===== src/qbspe_pkg.sv =====
// Package with the shared constants, types and register indexes of the B-spline point evaluator.
`timescale 1ns / 1ps

package qbspe_pkg;

    localparam int FRAC_BITS    = 14;
    localparam int COORD_BITS   = 16;
    localparam int U_BITS       = FRAC_BITS + 2;
    localparam int T_BITS       = FRAC_BITS + 1;
    localparam int SQ_BITS      = 2 * FRAC_BITS + 1;
    localparam int W_BITS       = FRAC_BITS + 1;
    localparam int NUM_BITS     = 2 * FRAC_BITS + 3;
    localparam int PROD_BITS    = COORD_BITS + W_BITS + 1;
    localparam int ACC_BITS     = PROD_BITS + 2;
    localparam int CFG_IDX_BITS = 4;
    localparam int N_POINTS     = 4;

    localparam logic [U_BITS-1:0] U_ONE = U_BITS'(1) << FRAC_BITS;
    localparam logic [U_BITS-1:0] U_TWO = U_BITS'(2) << FRAC_BITS;
    localparam logic [T_BITS-1:0] T_ONE = T_BITS'(1) << FRAC_BITS;

    localparam logic [CFG_IDX_BITS-1:0] REG_POINT0_X = CFG_IDX_BITS'(0);
    localparam logic [CFG_IDX_BITS-1:0] REG_POINT0_Y = CFG_IDX_BITS'(1);
    localparam logic [CFG_IDX_BITS-1:0] REG_POINT1_X = CFG_IDX_BITS'(2);
    localparam logic [CFG_IDX_BITS-1:0] REG_POINT1_Y = CFG_IDX_BITS'(3);
    localparam logic [CFG_IDX_BITS-1:0] REG_POINT2_X = CFG_IDX_BITS'(4);
    localparam logic [CFG_IDX_BITS-1:0] REG_POINT2_Y = CFG_IDX_BITS'(5);
    localparam logic [CFG_IDX_BITS-1:0] REG_POINT3_X = CFG_IDX_BITS'(6);
    localparam logic [CFG_IDX_BITS-1:0] REG_POINT3_Y = CFG_IDX_BITS'(7);

    typedef logic signed [COORD_BITS-1:0] t_coord;
    typedef logic [U_BITS-1:0]            t_param;
    typedef logic [W_BITS-1:0]            t_weight;
    typedef logic [CFG_IDX_BITS-1:0]      t_cfg_idx;

    typedef struct packed {
        t_coord x;
        t_coord y;
    } t_point;

    typedef t_point [N_POINTS-1:0] t_points;

    typedef struct packed {
        logic    seg;
        t_weight wa;
        t_weight wb;
        t_weight wc;
    } t_weights;

endpackage


===== src/qbspe_cfg_regs.sv =====
// Control point register file written through the configuration channel.
`timescale 1ns / 1ps

module qbspe_cfg_regs
    import qbspe_pkg::*;
(
    input  logic                  i_clk,
    input  logic                  i_rst_n,
    input  logic                  i_valid,
    input  t_cfg_idx              i_index,
    input  logic [COORD_BITS-1:0] i_data,
    output logic                  o_ready,
    output t_points               o_pts
);

    t_points r_pts;
    t_points n_pts;

    assign o_ready = 1'b1;
    assign o_pts   = r_pts;

    always_comb begin
        n_pts = r_pts;
        if (i_valid) begin
            unique case (i_index)
                REG_POINT0_X: n_pts[0].x = t_coord'(i_data);
                REG_POINT0_Y: n_pts[0].y = t_coord'(i_data);
                REG_POINT1_X: n_pts[1].x = t_coord'(i_data);
                REG_POINT1_Y: n_pts[1].y = t_coord'(i_data);
                REG_POINT2_X: n_pts[2].x = t_coord'(i_data);
                REG_POINT2_Y: n_pts[2].y = t_coord'(i_data);
                REG_POINT3_X: n_pts[3].x = t_coord'(i_data);
                REG_POINT3_Y: n_pts[3].y = t_coord'(i_data);
                default:      n_pts = r_pts;
            endcase
        end
    end

    always_ff @(posedge i_clk) begin
        if (!i_rst_n) begin
            r_pts <= '0;
        end else begin
            r_pts <= n_pts;
        end
    end

endmodule


===== config.mk =====
export PLATFORM = sky130hd
export DESIGN_NAME = qbspe_cfg_regs
export DESIGN_NICKNAME = d
export VERILOG_FILES = /design/src/qbspe_pkg.sv /design/src/qbspe_cfg_regs.sv
export SDC_FILE = /design/constraint.sdc
export NUM_CORES = 1
export LEC_CHECK = 0
export ABC_CLOCK_PERIOD_IN_PS = 3000
export BUFFER_PORTS_ARGS = -buffer_cell sky130_fd_sc_hd__buf_2
export CAP_MARGIN = 25
export CORE_MARGIN = 5
export CORE_UTILIZATION = 35
export DETAILED_ROUTE_END_ITERATION = 12
export RECOVER_POWER = 50
export SETUP_SLACK_MARGIN = 0.1
export SLEW_MARGIN = 20
export SYNTH_ARGS = -nofsm -noshare
export SYNTH_HDL_FRONTEND = slang
export SYNTH_SLANG_ARGS = --single-unit

===== constraint.sdc =====
create_clock -name i_clk -period 3 [get_ports i_clk]
set_clock_uncertainty 0.2 [all_clocks]
set_input_delay 0.45 -clock i_clk [delete_from_list [all_inputs] [get_ports i_clk]]
set_output_delay 0.45 -clock i_clk [all_outputs]
set_load 0.02 [all_outputs]

==> impl_metrics.ini <==
[worst_hold_path]
hp-class = reg2reg

[flow_run]
cap_violations = 0

[final_layout]
final_common_cell = nand2_1
most-common-layout-cells = nand2_1, mux2i_1, dfxtp_1
multi_input_area_um2 = 1950
register_area_um2 = 2560
final_cell_count_no_fill = 781
area_delta_synth_final_pct = 25.6
utilization_pct = 44.9
largest_register_ffs = 128
layout.nets = 616
drive_above_1_share_pct = 16.2
nFillCells = 1333
diodes = 0

[route]
ant_nets = 0
met3_wirelength_um = 989
vias = 3625
avgRoutedWirePerCell_um = 17.4
wl_um = 13600
routed.top_layer = met4
viasPerCell = 4.64
route.detailed.drc = 0
drt-met1-wl_um = 6640
dr.first_iter.drc_count = 122
drt_pass1_iterations = 4
dr_wl_met2_um = 5780

[global_routing]
gr-total-overflow = 0
grt_pass1_vias = 3708
grt_max_degree = 68
grt_usage_pct = 16.9
grt_pass1_wl_um = 20800
antenna_found_initial = 0

[die]
placementRows = 42
dieArea_um2 = 16000
die_x_um = 127
fp.coreArea_um2 = 13300
io_pins = 152
initial_utilization_pct = 35.8
die_y_um = 127

[yosys]
yosys_register_bits = 128
syn_area_um2 = 4760
ys_warn_count = 0
synth_seq_area_share_pct = 53.9
syn_nets = 467
synth_cells = 444
syn_area_per_cell_um2 = 10.7
ys_types = 21

[setup_path]
path_delay_family = buffers and inverters
required_ns = 3.12
critPathMaxFanout = 67
worst_setup_path_end_kind = flop
path_buf_inv = 1
critPathLaunchType = primary input
cp.arrival_ns = 1.81
max_stage_delay_ns = 0.51
crit_path_cell_trace = buf_4, nand2_1, mux2i_1
crit_slowest_cell = buf_4
path_class = in2reg

[clock_network]
clock-sinks = 128
h-tree-depth = 4
cts_buffer_depth = 2
holdBufCountCts = 0
post_cts_buffers = 0
cts_root_buf = clkbuf_16
postCtsResizedCells = 0
tritoncts = built
cts.clk_slew.worst_paths_ns = 0.05
insertion_delay_ns = 0.41
cts_inserted_buffers = 17

[power]
ir_drop_v = 0.000317
p_leak_nw = 2.66
p_per_area_nw_per_um2 = 628

[placed_design]
io_buffer_count = 150
routabilityCongestion = 0.776
dp_cells = 750
dp_hpwl_um = 9510

[timing]
setup_viol = 0
slew_viol_final = 0
finalSetupTns_ns = 0
fmax_ghz = 0.594
fin_crit_sh_pct = 56.2
slew_headroom_pct = 54.2
hold_viol_final = 0
tightestPinTransition_ns = 0.687
rsz0062_at_grt = no
layout_min_cycle_time_ns = 1.68

[outcome]
status = complete, no violations
-- power breakdown --
| part | switching, W | total, W | leakage, nW | internal (W) |
|---|---|---|---|---|
| registers | 0.0000130 | 0.00174 | 1.03 | 0.00172 |
| logic | 0.000141 | 0.000197 | 1.36 | 0.0000561 |
| clock network | 0.000687 | 0.00182 | 0.263 | 0.00113 |
| total | 0.000841 | 0.00375 | 2.66 | 0.00291 |
-- per-layer routing --
layer | vias up | track usage (%)
li1 | 1763 | -
met2 | 112 | 24.5
met1 | 1735 | 23.3
met3 | 15 | 6.14
met5 | - | 0
met4 | 0 | 5.87
-- worst reg2reg max path, stage by stage (launching register included) --
cell     delay [ns]
dfxtp_1        0.38
nand2_1        0.06
mux2i_1        0.14
-- worst paths after layout --
check            start         to  slack [ns]  cells after the start
max            i_rst_n  o_pts[37]        1.32                      3
min          o_pts[32]  o_pts[32]        0.25                      2
max reg2reg  o_pts[68]  o_pts[68]        2.14                      2
min reg2reg  o_pts[32]  o_pts[32]        0.25                      2
-- layout make-up --
cell class | instances | area share, %
clock buffer | 25 | 8.29
clock inverter | 6 | 0.545
multi-input combinational | 285 | 32.6
sequential | 128 | 42.9
tap | 176 | 3.69
timing repair buffer | 161 | 12.0
-- cells in the mapped netlist --
| library cell | instances | area share [%] |
|---|---|---|
| and3_4 | 1 | 0.24 |
| buf_1 | 1 | 0.079 |
| buf_12 | 4 | 1.7 |
| buf_2 | 6 | 0.63 |
| buf_4 | 3 | 0.47 |
| buf_6 | 6 | 1.4 |
| buf_8 | 1 | 0.32 |
| clkbuf_1 | 10 | 0.79 |
| conb_1 | 1 | 0.079 |
| dfxtp_1 | 128 | 54 |
| mux2i_1 | 128 | 27 |
| nand2_1 | 145 | 11 |
| nand2_2 | 1 | 0.13 |
| nand2b_1 | 1 | 0.13 |
| nand3b_1 | 2 | 0.32 |
| nand3b_4 | 1 | 0.42 |
| nor2_1 | 1 | 0.079 |
| nor2_2 | 1 | 0.13 |
| nor3b_1 | 1 | 0.16 |
| nor3b_2 | 1 | 0.26 |
| nor3b_4 | 1 | 0.39 |
-- logic make-up after synthesis --
logic type,Yosys count,synth area share (%)
buffers and inverters,31,5.39
flip-flops,128,53.9
multiplexers,128,26.9
other,1,0.0789
AND/OR/NAND/NOR,156,13.7
-- through the flow --
step / total power [W] / hold WS [ns] / instance area, µm² / worst slack [ns]
6_report: 0.00375 / 0.253 / 5970 / 1.32
5_1_grt: 0.00390 / 0.277 / 5970 / 1.22
4_1_cts: 0.00381 / 0.254 / 6090 / 1.33
3_5_place_dp: 0.00198 / 0.245 / 5570 / 0.885
3_3_place_gp: 0.00197 / 0.241 / 5570 / 0.907
2_1_floorplan: 0.00190 / 0.332 / 4760 / 1.43
Note: power is estimated with default switching activity, not from simulation.
