[src/qbspe_pkg.sv]
// Package with the shared constants, types and register indexes of the B-spline point evaluator.
`timescale 1ns / 1ps

package qbspe_pkg;

    localparam int FRAC_BITS    = 14;
    localparam int COORD_BITS   = 16;
    localparam int U_BITS       = FRAC_BITS + 2;
    localparam int T_BITS       = FRAC_BITS + 1;
    localparam int SQ_BITS      = 2 * FRAC_BITS + 1;
    localparam int W_BITS       = FRAC_BITS + 1;
    localparam int NUM_BITS     = 2 * FRAC_BITS + 3;
    localparam int PROD_BITS    = COORD_BITS + W_BITS + 1;
    localparam int ACC_BITS     = PROD_BITS + 2;
    localparam int CFG_IDX_BITS = 4;
    localparam int N_POINTS     = 4;

    localparam logic [U_BITS-1:0] U_ONE = U_BITS'(1) << FRAC_BITS;
    localparam logic [U_BITS-1:0] U_TWO = U_BITS'(2) << FRAC_BITS;
    localparam logic [T_BITS-1:0] T_ONE = T_BITS'(1) << FRAC_BITS;

    localparam logic [CFG_IDX_BITS-1:0] REG_POINT0_X = CFG_IDX_BITS'(0);
    localparam logic [CFG_IDX_BITS-1:0] REG_POINT0_Y = CFG_IDX_BITS'(1);
    localparam logic [CFG_IDX_BITS-1:0] REG_POINT1_X = CFG_IDX_BITS'(2);
    localparam logic [CFG_IDX_BITS-1:0] REG_POINT1_Y = CFG_IDX_BITS'(3);
    localparam logic [CFG_IDX_BITS-1:0] REG_POINT2_X = CFG_IDX_BITS'(4);
    localparam logic [CFG_IDX_BITS-1:0] REG_POINT2_Y = CFG_IDX_BITS'(5);
    localparam logic [CFG_IDX_BITS-1:0] REG_POINT3_X = CFG_IDX_BITS'(6);
    localparam logic [CFG_IDX_BITS-1:0] REG_POINT3_Y = CFG_IDX_BITS'(7);

    typedef logic signed [COORD_BITS-1:0] t_coord;
    typedef logic [U_BITS-1:0]            t_param;
    typedef logic [W_BITS-1:0]            t_weight;
    typedef logic [CFG_IDX_BITS-1:0]      t_cfg_idx;

    typedef struct packed {
        t_coord x;
        t_coord y;
    } t_point;

    typedef t_point [N_POINTS-1:0] t_points;

    typedef struct packed {
        logic    seg;
        t_weight wa;
        t_weight wb;
        t_weight wc;
    } t_weights;

endpackage

[src/qbspe_blend.sv]
// Two-stage pipeline that weights the selected control points, rounds and saturates.
`timescale 1ns / 1ps

module qbspe_blend
    import qbspe_pkg::*;
(
    input  logic     i_clk,
    input  logic     i_rst_n,
    input  logic     i_valid,
    input  t_weights i_w,
    input  t_points  i_pts,
    output logic     o_ready,
    output logic     o_valid,
    output t_coord   o_x,
    output t_coord   o_y,
    input  logic     i_ready
);

    localparam logic signed [ACC_BITS-1:0] ACC_CMAX =
        (ACC_BITS'(1) <<< (COORD_BITS - 1)) - ACC_BITS'(1);
    localparam logic signed [ACC_BITS-1:0] ACC_CMIN = ~ACC_CMAX;
    localparam logic signed [ACC_BITS-1:0] ACC_HALF = ACC_BITS'(1) <<< (FRAC_BITS - 1);

    logic en4, en5;

    t_point  c0, c1, c2;
    logic signed [W_BITS:0] sw_a, sw_b, sw_c;

    logic                          r4_v;
    logic signed [PROD_BITS-1:0]   r4_px [3];
    logic signed [PROD_BITS-1:0]   r4_py [3];
    logic signed [PROD_BITS-1:0]   n4_px [3];
    logic signed [PROD_BITS-1:0]   n4_py [3];

    logic        r5_v;
    t_coord      r5_x, r5_y;
    t_coord      n5_x, n5_y;
    logic signed [ACC_BITS-1:0] acc_x, acc_y, sh_x, sh_y;

    assign en5     = !r5_v || i_ready;
    assign en4     = !r4_v || en5;
    assign o_ready = en4;
    assign o_valid = r5_v;
    assign o_x     = r5_x;
    assign o_y     = r5_y;

    always_comb begin
        c0   = i_w.seg ? i_pts[1] : i_pts[0];
        c1   = i_w.seg ? i_pts[2] : i_pts[1];
        c2   = i_w.seg ? i_pts[3] : i_pts[2];
        sw_a = $signed({1'b0, i_w.wa});
        sw_b = $signed({1'b0, i_w.wb});
        sw_c = $signed({1'b0, i_w.wc});
        n4_px[0] = c0.x * sw_a;
        n4_px[1] = c1.x * sw_b;
        n4_px[2] = c2.x * sw_c;
        n4_py[0] = c0.y * sw_a;
        n4_py[1] = c1.y * sw_b;
        n4_py[2] = c2.y * sw_c;
    end

    always_comb begin
        acc_x = ACC_BITS'(r4_px[0]) + ACC_BITS'(r4_px[1]) + ACC_BITS'(r4_px[2]) + ACC_HALF;
        acc_y = ACC_BITS'(r4_py[0]) + ACC_BITS'(r4_py[1]) + ACC_BITS'(r4_py[2]) + ACC_HALF;
        sh_x  = acc_x >>> FRAC_BITS;
        sh_y  = acc_y >>> FRAC_BITS;
        if (sh_x > ACC_CMAX) begin
            n5_x = t_coord'(ACC_CMAX);
        end else if (sh_x < ACC_CMIN) begin
            n5_x = t_coord'(ACC_CMIN);
        end else begin
            n5_x = t_coord'(sh_x);
        end
        if (sh_y > ACC_CMAX) begin
            n5_y = t_coord'(ACC_CMAX);
        end else if (sh_y < ACC_CMIN) begin
            n5_y = t_coord'(ACC_CMIN);
        end else begin
            n5_y = t_coord'(sh_y);
        end
    end

    always_ff @(posedge i_clk) begin
        if (!i_rst_n) begin
            r4_v <= 1'b0;
            r5_v <= 1'b0;
        end else begin
            if (en4) begin
                r4_v <= i_valid;
            end
            if (en5) begin
                r5_v <= r4_v;
            end
        end
    end

    always_ff @(posedge i_clk) begin
        if (en4 && i_valid) begin
            r4_px <= n4_px;
            r4_py <= n4_py;
        end
        if (en5 && r4_v) begin
            r5_x <= n5_x;
            r5_y <= n5_y;
        end
    end

endmodule

[config.mk]
export PLATFORM = sky130hd
export DESIGN_NAME = qbspe_blend
export DESIGN_NICKNAME = d
export VERILOG_FILES = /design/src/qbspe_pkg.sv /design/src/qbspe_blend.sv
export SDC_FILE = /design/constraint.sdc
export NUM_CORES = 2
export LEC_CHECK = 0
export BUFFER_PORTS_ARGS = -buffer_cell sky130_fd_sc_hd__buf_2
export CORE_UTILIZATION = 63
export CTS_CLUSTER_DIAMETER = 40
export DETAILED_ROUTE_END_ITERATION = 12
export PLACE_DENSITY = 0.81
export SYNTH_ARGS = -nofsm -noshare
export SYNTH_HDL_FRONTEND = slang
export SYNTH_SLANG_ARGS = --single-unit
[constraint.sdc]
create_clock -name i_clk -period 19.5 [get_ports i_clk]
set_clock_uncertainty 0.15 [all_clocks]
set_input_delay 3.9 -clock i_clk [delete_from_list [all_inputs] [get_ports i_clk]]
set_output_delay 3.9 -clock i_clk [all_outputs]
set_load 0.02 [all_outputs]
==> results_dict.tcl <==
set metrics [dict create \
    yosysUniqueCellTypes 73 \
    clock_latency_ns 0.58 \
    grt_pass1_vias 53305 \
    tightest_slew_ns 1.15 \
    finalNetCount 9411 \
    layout_common_cells "inv_1, fa_1, nand2_1" \
    htree_levels 2 \
    synthesis.nets 9399 \
    cp_common_cell "fa_1" \
    cp_data_required_time_ns 19.65 \
    crit_type "in2reg" \
    status "complete, no violations" \
    post_cts_buffers 0 \
    synth_enable_flop_cells 224 \
    grt_max_degree 77 \
    critPathCaptureType "register" \
    holdCritStartpoint "r4_v" \
    yosysSeqAreaShare_pct 9.86 \
    first_pass_iters 6 \
    whs_path_depth 1 \
    cts.path.max_buffers 3 \
    drt_iter0_markers 3817 \
    placed_cell_area_um2 70600 \
    rr_worst_depth 13 \
    worstPathMaxFanout 41 \
    synthTopCellsByArea "fa_1, ha_1, edfxtp_1" \
    fin_crit_sh_pct 62.1 \
    start_kind "primary input" \
    r2r_end "o_y[4]" \
    drcViolationCount 0 \
    die_area_um2 110000 \
    grt_pass1_wl_um 291000 \
    grt-ovfl-total 0 \
    ant_nets 0 \
    fin_tns_setup_ns 0 \
    period_needed_ns 12.11 \
    clock_sinks 226 \
    synthCells 7067 \
    wl_per_cell_um 21.0 \
    worstPathArrival_ns 12.26 \
    rsz0062_at_grt "false" \
    num_rows 120 \
    gp_congestion 1.04 \
    yosysWarnings 0 \
    area_growth_pct 4.89 \
    ys_ff_latch 226 \
    die_w_um 332 \
    hold_viol_final 0 \
    setup-violations-final 0 \
    max_freq_mhz 82.5 \
    rrSetupSlack_ns 14.45 \
    cts_tree "built" \
    cp_slowest_cell "buf_4" \
    clk_pin_slew_ns 0.05 \
    cpPeakStageDelay_ns 0.66 \
    antenna_found_initial 12 \
    port_buffers 211 \
    path_cells "buf_4, buf_4, buf_4, mux2_2, and2_1, fa_1, fa_1, fa_1, fa_1, fa_1, inv_1, fa_1, inv_1, ha_1, o21a_1, o211ai_1, or3_1, nor2_1, a21oi_1, a31oi_1, a2111oi_0, o21bai_1, a21oi_1, xnor2_1" \
    fin_area_um2 72000 \
    hold_path_class "reg2reg" \
    hpwl_um 147000 \
    maxCapViolations 0 \
    r2r_start "r4_py[12]" \
    chipHeight_um 332 \
    yosysTopAreaCell "fa_1" \
    ys.flop_type "edfxtp_1" \
    wirelength_um 179000 \
    viasPerCell 5.73 \
    synthArstFlopShare_pct 0 \
    ios 212 \
    core_um2 108000 \
    final_common_cell "inv_1" \
    grt_usage_pct 34.1 \
    syn_area_per_cell_um2 9.71 \
    num_vias 48820 \
    drive_gt1_share_pct 5.86 \
    cts_resized 0 \
    holdPathEnd "o_valid" \
    cts_hold_buf 0 \
    drv_slew 0 \
    clockRootBuffer "clkbuf_16" \
    timing.slew.headroom_pct 23.0 \
    cts_buffers 41 \
    initial_core_util_pct 63.8 \
    syn-cell-area_um2 68600 \
    synth_top_area_share_pct 44.9 \
]
-- cells by family after synthesis --
logic type               count (synthesis)  share of synthesized area, %
AO/OA/AOI/OAI                          582                          5.42
XOR/XNOR                               242                          3.09
adder cells (fa/ha/maj)               2154                          56.1
buffers and inverters                 1989                          10.9
flip-flops                             226                          9.86
multiplexers                            96                          1.56
AND/OR/NAND/NOR                       1778                          13.0
-- synth_stat cells, types with 10 or more instances --
cell and n:
inv_1 1735, nand2_1 777, xnor2_1 180, o21bai_1 31, nand3_1 52, and2_1 667
edfxtp_1 224, clkbuf_1 246, a31oi_1 15, nand4_1 16, nand2b_1 40, nor2_1 70
a211o_1 10, o21ai_2 10, ha_1 616, mux2_2 90, a21o_1 101, xor2_1 62
o21a_1 29, o21ai_0 87, a21oi_1 210, nor3_1 16, fa_1 1538, nor2b_1 96
and3_1 22
-- how the worst max path moves through the flow --
stage,from,end,slack [ns]
4_1_cts,i_w[45],r4_px[63],7.59
3_5_place_dp,i_w[45],r4_px[63],7.05
6_report,i_w[45],r4_py[95],7.39
3_3_place_gp,i_w[45],r4_py[95],7.13
5_1_grt,i_w[45],r4_px[63],7.27
2_1_floorplan,i_w[45],r4_px[31],8.29
-- critical path: cells and delay by family --
kind / cells / cell delay [ns]
muxes: 1 / 0.64
buffers and inverters: 5 / 1.61
xor gates and xnor gates: 1 / 0.27
and+or+nand+nor: 3 / 0.52
AOI/OAI and AO/OA: 7 / 1.86
adders and majority gates: 7 / 3.33
-- final cells by class --
type,instances,area [um^2]
clock inverters,31,348
fillers,8264,35500
clock buffers,43,1030
well taps,1403,1760
flip-flops and latches,226,6770
diodes,7,17.5
repair buffers,223,1150
inverters,1735,6510
multi-input cells,4852,54400
-- metrics by stage --
stage | hold slack [ns] | setup WS [ns] | utilization, % | instances
after CTS | 0.398 | 7.59 | 66.9 | 8513
after global routing | 0.417 | 7.27 | 66.9 | 8513
final | 0.407 | 7.39 | 66.9 | 8520
after global placement | 0.363 | 7.13 | 65.6 | 8439
after detailed placement | 0.377 | 7.05 | 65.6 | 8439
after floorplan | 0.327 | 8.29 | - | 7067
-- flip-flops by register name (all words and copies together) (netlist names) --
name / cells
o_y: 16
r4_py: 96
r4_px: 96
o_valid: 1
o_x: 16
r4_v: 1
-- routing by layer --
| layer | vias to the layer above | share of wire [%] | track usage, % | routed length (um) |
|---|---|---|---|---|
| li1 | 21175 | - | - | - |
| met1 | 24839 | 38 | 45.2 | 68200 |
| met2 | 2339 | 47 | 54.3 | 83600 |
| met3 | 461 | 11 | 8.01 | 19300 |
| met4 | 6 | 4.5 | 13.5 | 8080 |
| met5 | - | 0.040 | 0 | 72 |
Power is left out: the tool's default activity adds up to more than one toggle a clock period on the data nets, which glitch-free logic cannot reach.
