--- src/qbspe_pkg.sv ---
// Package with the shared constants, types and register indexes of the B-spline point evaluator.
`timescale 1ns / 1ps

package qbspe_pkg;

    localparam int FRAC_BITS    = 14;
    localparam int COORD_BITS   = 16;
    localparam int U_BITS       = FRAC_BITS + 2;
    localparam int T_BITS       = FRAC_BITS + 1;
    localparam int SQ_BITS      = 2 * FRAC_BITS + 1;
    localparam int W_BITS       = FRAC_BITS + 1;
    localparam int NUM_BITS     = 2 * FRAC_BITS + 3;
    localparam int PROD_BITS    = COORD_BITS + W_BITS + 1;
    localparam int ACC_BITS     = PROD_BITS + 2;
    localparam int CFG_IDX_BITS = 4;
    localparam int N_POINTS     = 4;

    localparam logic [U_BITS-1:0] U_ONE = U_BITS'(1) << FRAC_BITS;
    localparam logic [U_BITS-1:0] U_TWO = U_BITS'(2) << FRAC_BITS;
    localparam logic [T_BITS-1:0] T_ONE = T_BITS'(1) << FRAC_BITS;

    localparam logic [CFG_IDX_BITS-1:0] REG_POINT0_X = CFG_IDX_BITS'(0);
    localparam logic [CFG_IDX_BITS-1:0] REG_POINT0_Y = CFG_IDX_BITS'(1);
    localparam logic [CFG_IDX_BITS-1:0] REG_POINT1_X = CFG_IDX_BITS'(2);
    localparam logic [CFG_IDX_BITS-1:0] REG_POINT1_Y = CFG_IDX_BITS'(3);
    localparam logic [CFG_IDX_BITS-1:0] REG_POINT2_X = CFG_IDX_BITS'(4);
    localparam logic [CFG_IDX_BITS-1:0] REG_POINT2_Y = CFG_IDX_BITS'(5);
    localparam logic [CFG_IDX_BITS-1:0] REG_POINT3_X = CFG_IDX_BITS'(6);
    localparam logic [CFG_IDX_BITS-1:0] REG_POINT3_Y = CFG_IDX_BITS'(7);

    typedef logic signed [COORD_BITS-1:0] t_coord;
    typedef logic [U_BITS-1:0]            t_param;
    typedef logic [W_BITS-1:0]            t_weight;
    typedef logic [CFG_IDX_BITS-1:0]      t_cfg_idx;

    typedef struct packed {
        t_coord x;
        t_coord y;
    } t_point;

    typedef t_point [N_POINTS-1:0] t_points;

    typedef struct packed {
        logic    seg;
        t_weight wa;
        t_weight wb;
        t_weight wc;
    } t_weights;

endpackage

--- src/qbspe_weight.sv ---
// Three-stage pipeline that clamps the parameter and forms the three basis weights.
`timescale 1ns / 1ps

module qbspe_weight
    import qbspe_pkg::*;
(
    input  logic     i_clk,
    input  logic     i_rst_n,
    input  logic     i_valid,
    input  t_param   i_u,
    output logic     o_ready,
    output logic     o_valid,
    output t_weights o_w,
    input  logic     i_ready
);

    logic en1, en2, en3;

    logic               r1_v, r1_seg;
    logic [T_BITS-1:0]  r1_t, r1_s;
    logic               n1_seg;
    logic [T_BITS-1:0]  n1_t, n1_s;
    t_param             u_clamp;

    logic               r2_v, r2_seg;
    logic [T_BITS-1:0]  r2_t;
    logic [SQ_BITS-1:0] r2_tt, r2_ss;
    logic [2*T_BITS-1:0] n2_tt_full, n2_ss_full;

    logic               r3_v;
    t_weights           r3_w;
    t_weights           n3_w;
    logic [NUM_BITS-1:0] tt3, lin, num_b, num_a, num_c;

    assign en3     = !r3_v || i_ready;
    assign en2     = !r2_v || en3;
    assign en1     = !r1_v || en2;
    assign o_ready = en1;
    assign o_valid = r3_v;
    assign o_w     = r3_w;

    // Both segments reduce to a local offset t in [0, 1] and its complement s = 1 - t.
    always_comb begin
        u_clamp = (i_u > U_TWO) ? U_TWO : i_u;
        n1_seg  = u_clamp > U_ONE;
        n1_t    = n1_seg ? T_BITS'(u_clamp - U_ONE) : T_BITS'(u_clamp);
        n1_s    = T_ONE - n1_t;
    end

    always_comb begin
        n2_tt_full = r1_t * r1_t;
        n2_ss_full = r1_s * r1_s;
    end

    always_comb begin
        tt3 = NUM_BITS'(r2_tt) + (NUM_BITS'(r2_tt) << 1);
        if (r2_seg) begin
            lin   = (NUM_BITS'(1) << (2 * FRAC_BITS)) + (NUM_BITS'(r2_t) << (FRAC_BITS + 1));
            num_a = NUM_BITS'(r2_ss) + (NUM_BITS'(1) << FRAC_BITS);
            num_c = NUM_BITS'(r2_tt) + (NUM_BITS'(1) << (FRAC_BITS - 1));
        end else begin
            lin   = NUM_BITS'(r2_t) << (FRAC_BITS + 2);
            num_a = NUM_BITS'(r2_ss) + (NUM_BITS'(1) << (FRAC_BITS - 1));
            num_c = NUM_BITS'(r2_tt) + (NUM_BITS'(1) << FRAC_BITS);
        end
        num_b    = lin - tt3 + (NUM_BITS'(1) << FRAC_BITS);
        n3_w.seg = r2_seg;
        n3_w.wb  = W_BITS'(num_b >> (FRAC_BITS + 1));
        if (r2_seg) begin
            n3_w.wa = W_BITS'(num_a >> (FRAC_BITS + 1));
            n3_w.wc = W_BITS'(num_c >> FRAC_BITS);
        end else begin
            n3_w.wa = W_BITS'(num_a >> FRAC_BITS);
            n3_w.wc = W_BITS'(num_c >> (FRAC_BITS + 1));
        end
    end

    always_ff @(posedge i_clk) begin
        if (!i_rst_n) begin
            r1_v <= 1'b0;
            r2_v <= 1'b0;
            r3_v <= 1'b0;
        end else begin
            if (en1) begin
                r1_v <= i_valid;
            end
            if (en2) begin
                r2_v <= r1_v;
            end
            if (en3) begin
                r3_v <= r2_v;
            end
        end
    end

    always_ff @(posedge i_clk) begin
        if (en1 && i_valid) begin
            r1_seg <= n1_seg;
            r1_t   <= n1_t;
            r1_s   <= n1_s;
        end
        if (en2 && r1_v) begin
            r2_seg <= r1_seg;
            r2_t   <= r1_t;
            r2_tt  <= n2_tt_full[SQ_BITS-1:0];
            r2_ss  <= n2_ss_full[SQ_BITS-1:0];
        end
        if (en3 && r2_v) begin
            r3_w <= n3_w;
        end
    end

endmodule

--- config.mk ---
export PLATFORM = sky130hd
export DESIGN_NAME = qbspe_weight
export DESIGN_NICKNAME = d
export VERILOG_FILES = /design/src/qbspe_pkg.sv /design/src/qbspe_weight.sv
export SDC_FILE = /design/constraint.sdc
export NUM_CORES = 1
export LEC_CHECK = 0
export BUFFER_PORTS_ARGS = -buffer_cell sky130_fd_sc_hd__buf_2
export CORE_MARGIN = 5
export CORE_UTILIZATION = 30
export DETAILED_ROUTE_END_ITERATION = 12
export PLACE_DENSITY_LB_ADDON = 0.3
export SETUP_SLACK_MARGIN = 0.05
export SKIP_LAST_GASP = 1
export SYNTH_ARGS = -nofsm -noshare
export SYNTH_HDL_FRONTEND = slang
export SYNTH_SLANG_ARGS = --single-unit
--- constraint.sdc ---
create_clock -name i_clk -period 6.4 [get_ports i_clk]
set_input_delay 1.28 -clock i_clk [delete_from_list [all_inputs] [get_ports i_clk]]
set_output_delay 1.28 -clock i_clk [all_outputs]
set_load 0.01 [all_outputs]
==> impl_metrics.ini <==
[placement]
dp_hpwl_mm = 38.1
gp_congestion = 0.863
pre_cts_slack_ps = 115
port-buffer-count = 67

[cts]
root_buffer = clkbuf_16
cts-buffers-inserted = 17
ctsHoldBuffers = 0
htreeDepth = 4
clockBufferDepth = 2
cts.sinks = 138
tritoncts = yes
clk_latency_ps = 440
clk_pin_slew_ps = 60

[die]
start_util = 0.302
core.rowCount = 94
fp.dieW_microns = 267
die_h_microns = 267
coreArea_sq_um = 65700
ioPinCount = 68
dieArea_sq_um = 71400

[sta]
fin_crit_sh = 0.958
fmax_mhz = 163
setup_violations = 0
slew_headroom = 0.344
slew_violations = 0
max_slew.worst_pin.slew_ps = 984
timing.final.ws_setup_ps = 272
fin_setup_tns_ps = 0
skew_ps = 12.8
rsz0062_at_grt = yes
hold_viol = 0
layout_min_cycle_time_ps = 6130

[detailed_routing]
postRouteAntennaNets = 0
drc = 0
drt_iter0_drc = 656
first_pass_iters = 6
postRouteWirelength_mm = 45.0
vias = 13500
avgViaCountPerCell = 4.56
wl_per_cell_microns = 15.2

[logic_synthesis]
netlist_area_sq_um = 19800
avgSynthCellArea_sq_um = 9.94
async_flop_share = 0
ys.flop_type = edfxtp_1
yosys_warnings = 0
synth-seq-cells = 138
ys_types = 63
yosysSeqAreaShare = 0.207
syn_nets = 2540
synth_cells = 1996
synth_edf_count = 135

[critical_path]
critPathTopFamily = adder cells
slowest_stage = fa_1
cp.required_ps = 6580
crit_fanout = 7
r2r_cells = 24
cp.buffers_inverters = 8
critical_path_arrival_ps = 6310
critPathMaxStageDelay_ps = 550
r2r_slack_ps = 270
rr_startpoint = r1_t[0]
path_class = register to register
crit_chain = and2_1 -> fa_1 -> inv_1 -> fa_1 -> inv_1 -> fa_1 -> inv_1 -> fa_1 -> inv_1 -> fa_1 -> inv_1 -> fa_1 -> inv_1 -> ha_1 -> nand4_1 -> a21oi_1 -> o31ai_2 -> a21oi_2 -> nor4_2 -> buf_4 -> buf_4 -> o31ai_1 -> a21oi_1 -> xnor2_1
critPathLaunchType = register
worst_setup_path_end_kind = register
reg2reg_to = r2_tt[22]

[global_route]
use_met2 = 0.202
grt_pass1_wl_mm = 74.7
top_usage_layer = met2
gr-usage-all-layers = 0.128
antenna_found_initial = 2
met1_usage = 0.184
grt_pass1_vias = 14400
gr-usage-met3 = 0.0258
grt_overflow_total = 0
grt_max_degree = 60

[worst_hold_path]
whs_path_depth = 2
worstHoldPathType = register to register
holdPathEnd = r2_v
hp-start = r1_v

[run]
maxCapViolations = 0

[finish]
drive_above_1_share = 0.103
layout_common_cells = inv_1, fa_1, ha_1
layout_commonest_cell = inv_1
antennaDiodeCount = 0
area_growth_syn_to_layout_pct = 12.0
fin_nets = 2631

[outcome]
run_status = completed
[sequential cells by signal, indices dropped and copies added (netlist names)]
register  count
r2_tt        27
r1_seg        1
o_valid       1
r1_t         15
r2_seg        1
o_w          46
r2_t         15
r1_v          1
r2_v          1
r1_s         14
r2_ss        16
[tightest hold or removal path: stages, from the launching register on]
cell,delay [ps]
dfxtp_1,360
a21oi_1,130
nor2b_1,50
[repair_timing]
item | in CTS | in global routing
hold endpoints to repair | 0 | 0
setup endpoints to repair | 0 | 15
setup buffers | 0 | 11
resized for setup | 0 | 18
[cell families after synthesis]
logic type / synth area share
multiplexers: 0.0128
buffers and inverters: 0.0946
AO/OA/AOI/OAI: 0.0752
AND/OR/NAND/NOR: 0.115
adder cells (fa/ha/maj): 0.439
flip-flops: 0.207
XOR/XNOR: 0.0565
[Yosys cell counts, drive strengths merged, types with 7 or more instances]
master | instances | area, sq um
a21o | 25 | 188
a21oi | 61 | 309
a31o | 7 | 61.3
a31oi | 10 | 77.6
and2 | 91 | 569
and3 | 16 | 100
clkbuf | 50 | 188
edfxtp | 135 | 4050
fa | 286 | 5730
ha | 238 | 2980
inv | 446 | 1670
mux2 | 19 | 214
nand2 | 167 | 627
nand2b | 12 | 75.1
nand3 | 29 | 145
nand4 | 11 | 68.8
nor2 | 70 | 263
nor2b | 26 | 163
nor3 | 19 | 95.1
o21a | 10 | 75.1
o21ai | 33 | 169
o21bai | 8 | 60.1
o31ai | 8 | 60.1
xnor2 | 85 | 744
xor2 | 43 | 377
[stage by stage]
| stage | hold WS [ps] | instance area [sq um] | instances | utilization |
|---|---|---|---|---|
| final | 584 | 22200 | 2963 | 0.338 |
| after global routing | 608 | 22200 | 2963 | 0.338 |
| after CTS | 578 | 22000 | 2952 | 0.335 |
| after detailed placement | 571 | 21500 | 2921 | 0.326 |
| after global placement | 554 | 21500 | 2921 | 0.326 |
| after floorplan | 400 | 19800 | 1996 | - |
[how the worst max path moves through the flow]
stage | startpoint | end | slack, ps | cells past startpoint
4_1_cts | r1_s[5] | r2_ss[27] | 120 | 21
3_3_place_gp | r1_s[3] | r2_ss[27] | 250 | 22
6_report | r1_t[0] | r2_tt[22] | 270 | 24
3_5_place_dp | r1_t[0] | r2_tt[25] | 120 | 21
2_1_floorplan | i_ready | r2_seg | 160 | 2
5_1_grt | r1_t[0] | r2_tt[28] | -20 | 23
[routing by layer]
layer	up-vias	share of wire
met5	-	0.00044
met4	2	0.012
met3	37	0.050
met2	290	0.45
met1	6659	0.49
li1	6530	-
[layout make-up]
type                    instances  area [sq um]
clock inverters                13           143
inverters                     446          1670
fillers                      6578         43500
multi-input cells            1358         14000
well taps                     864          1080
flip-flops and latches        138          4110
repair buffers                126           795
clock buffers                  18           429
Power is left out: the tool's default activity adds up to more than one toggle a clock period on the data nets, which glitch-free logic cannot reach.
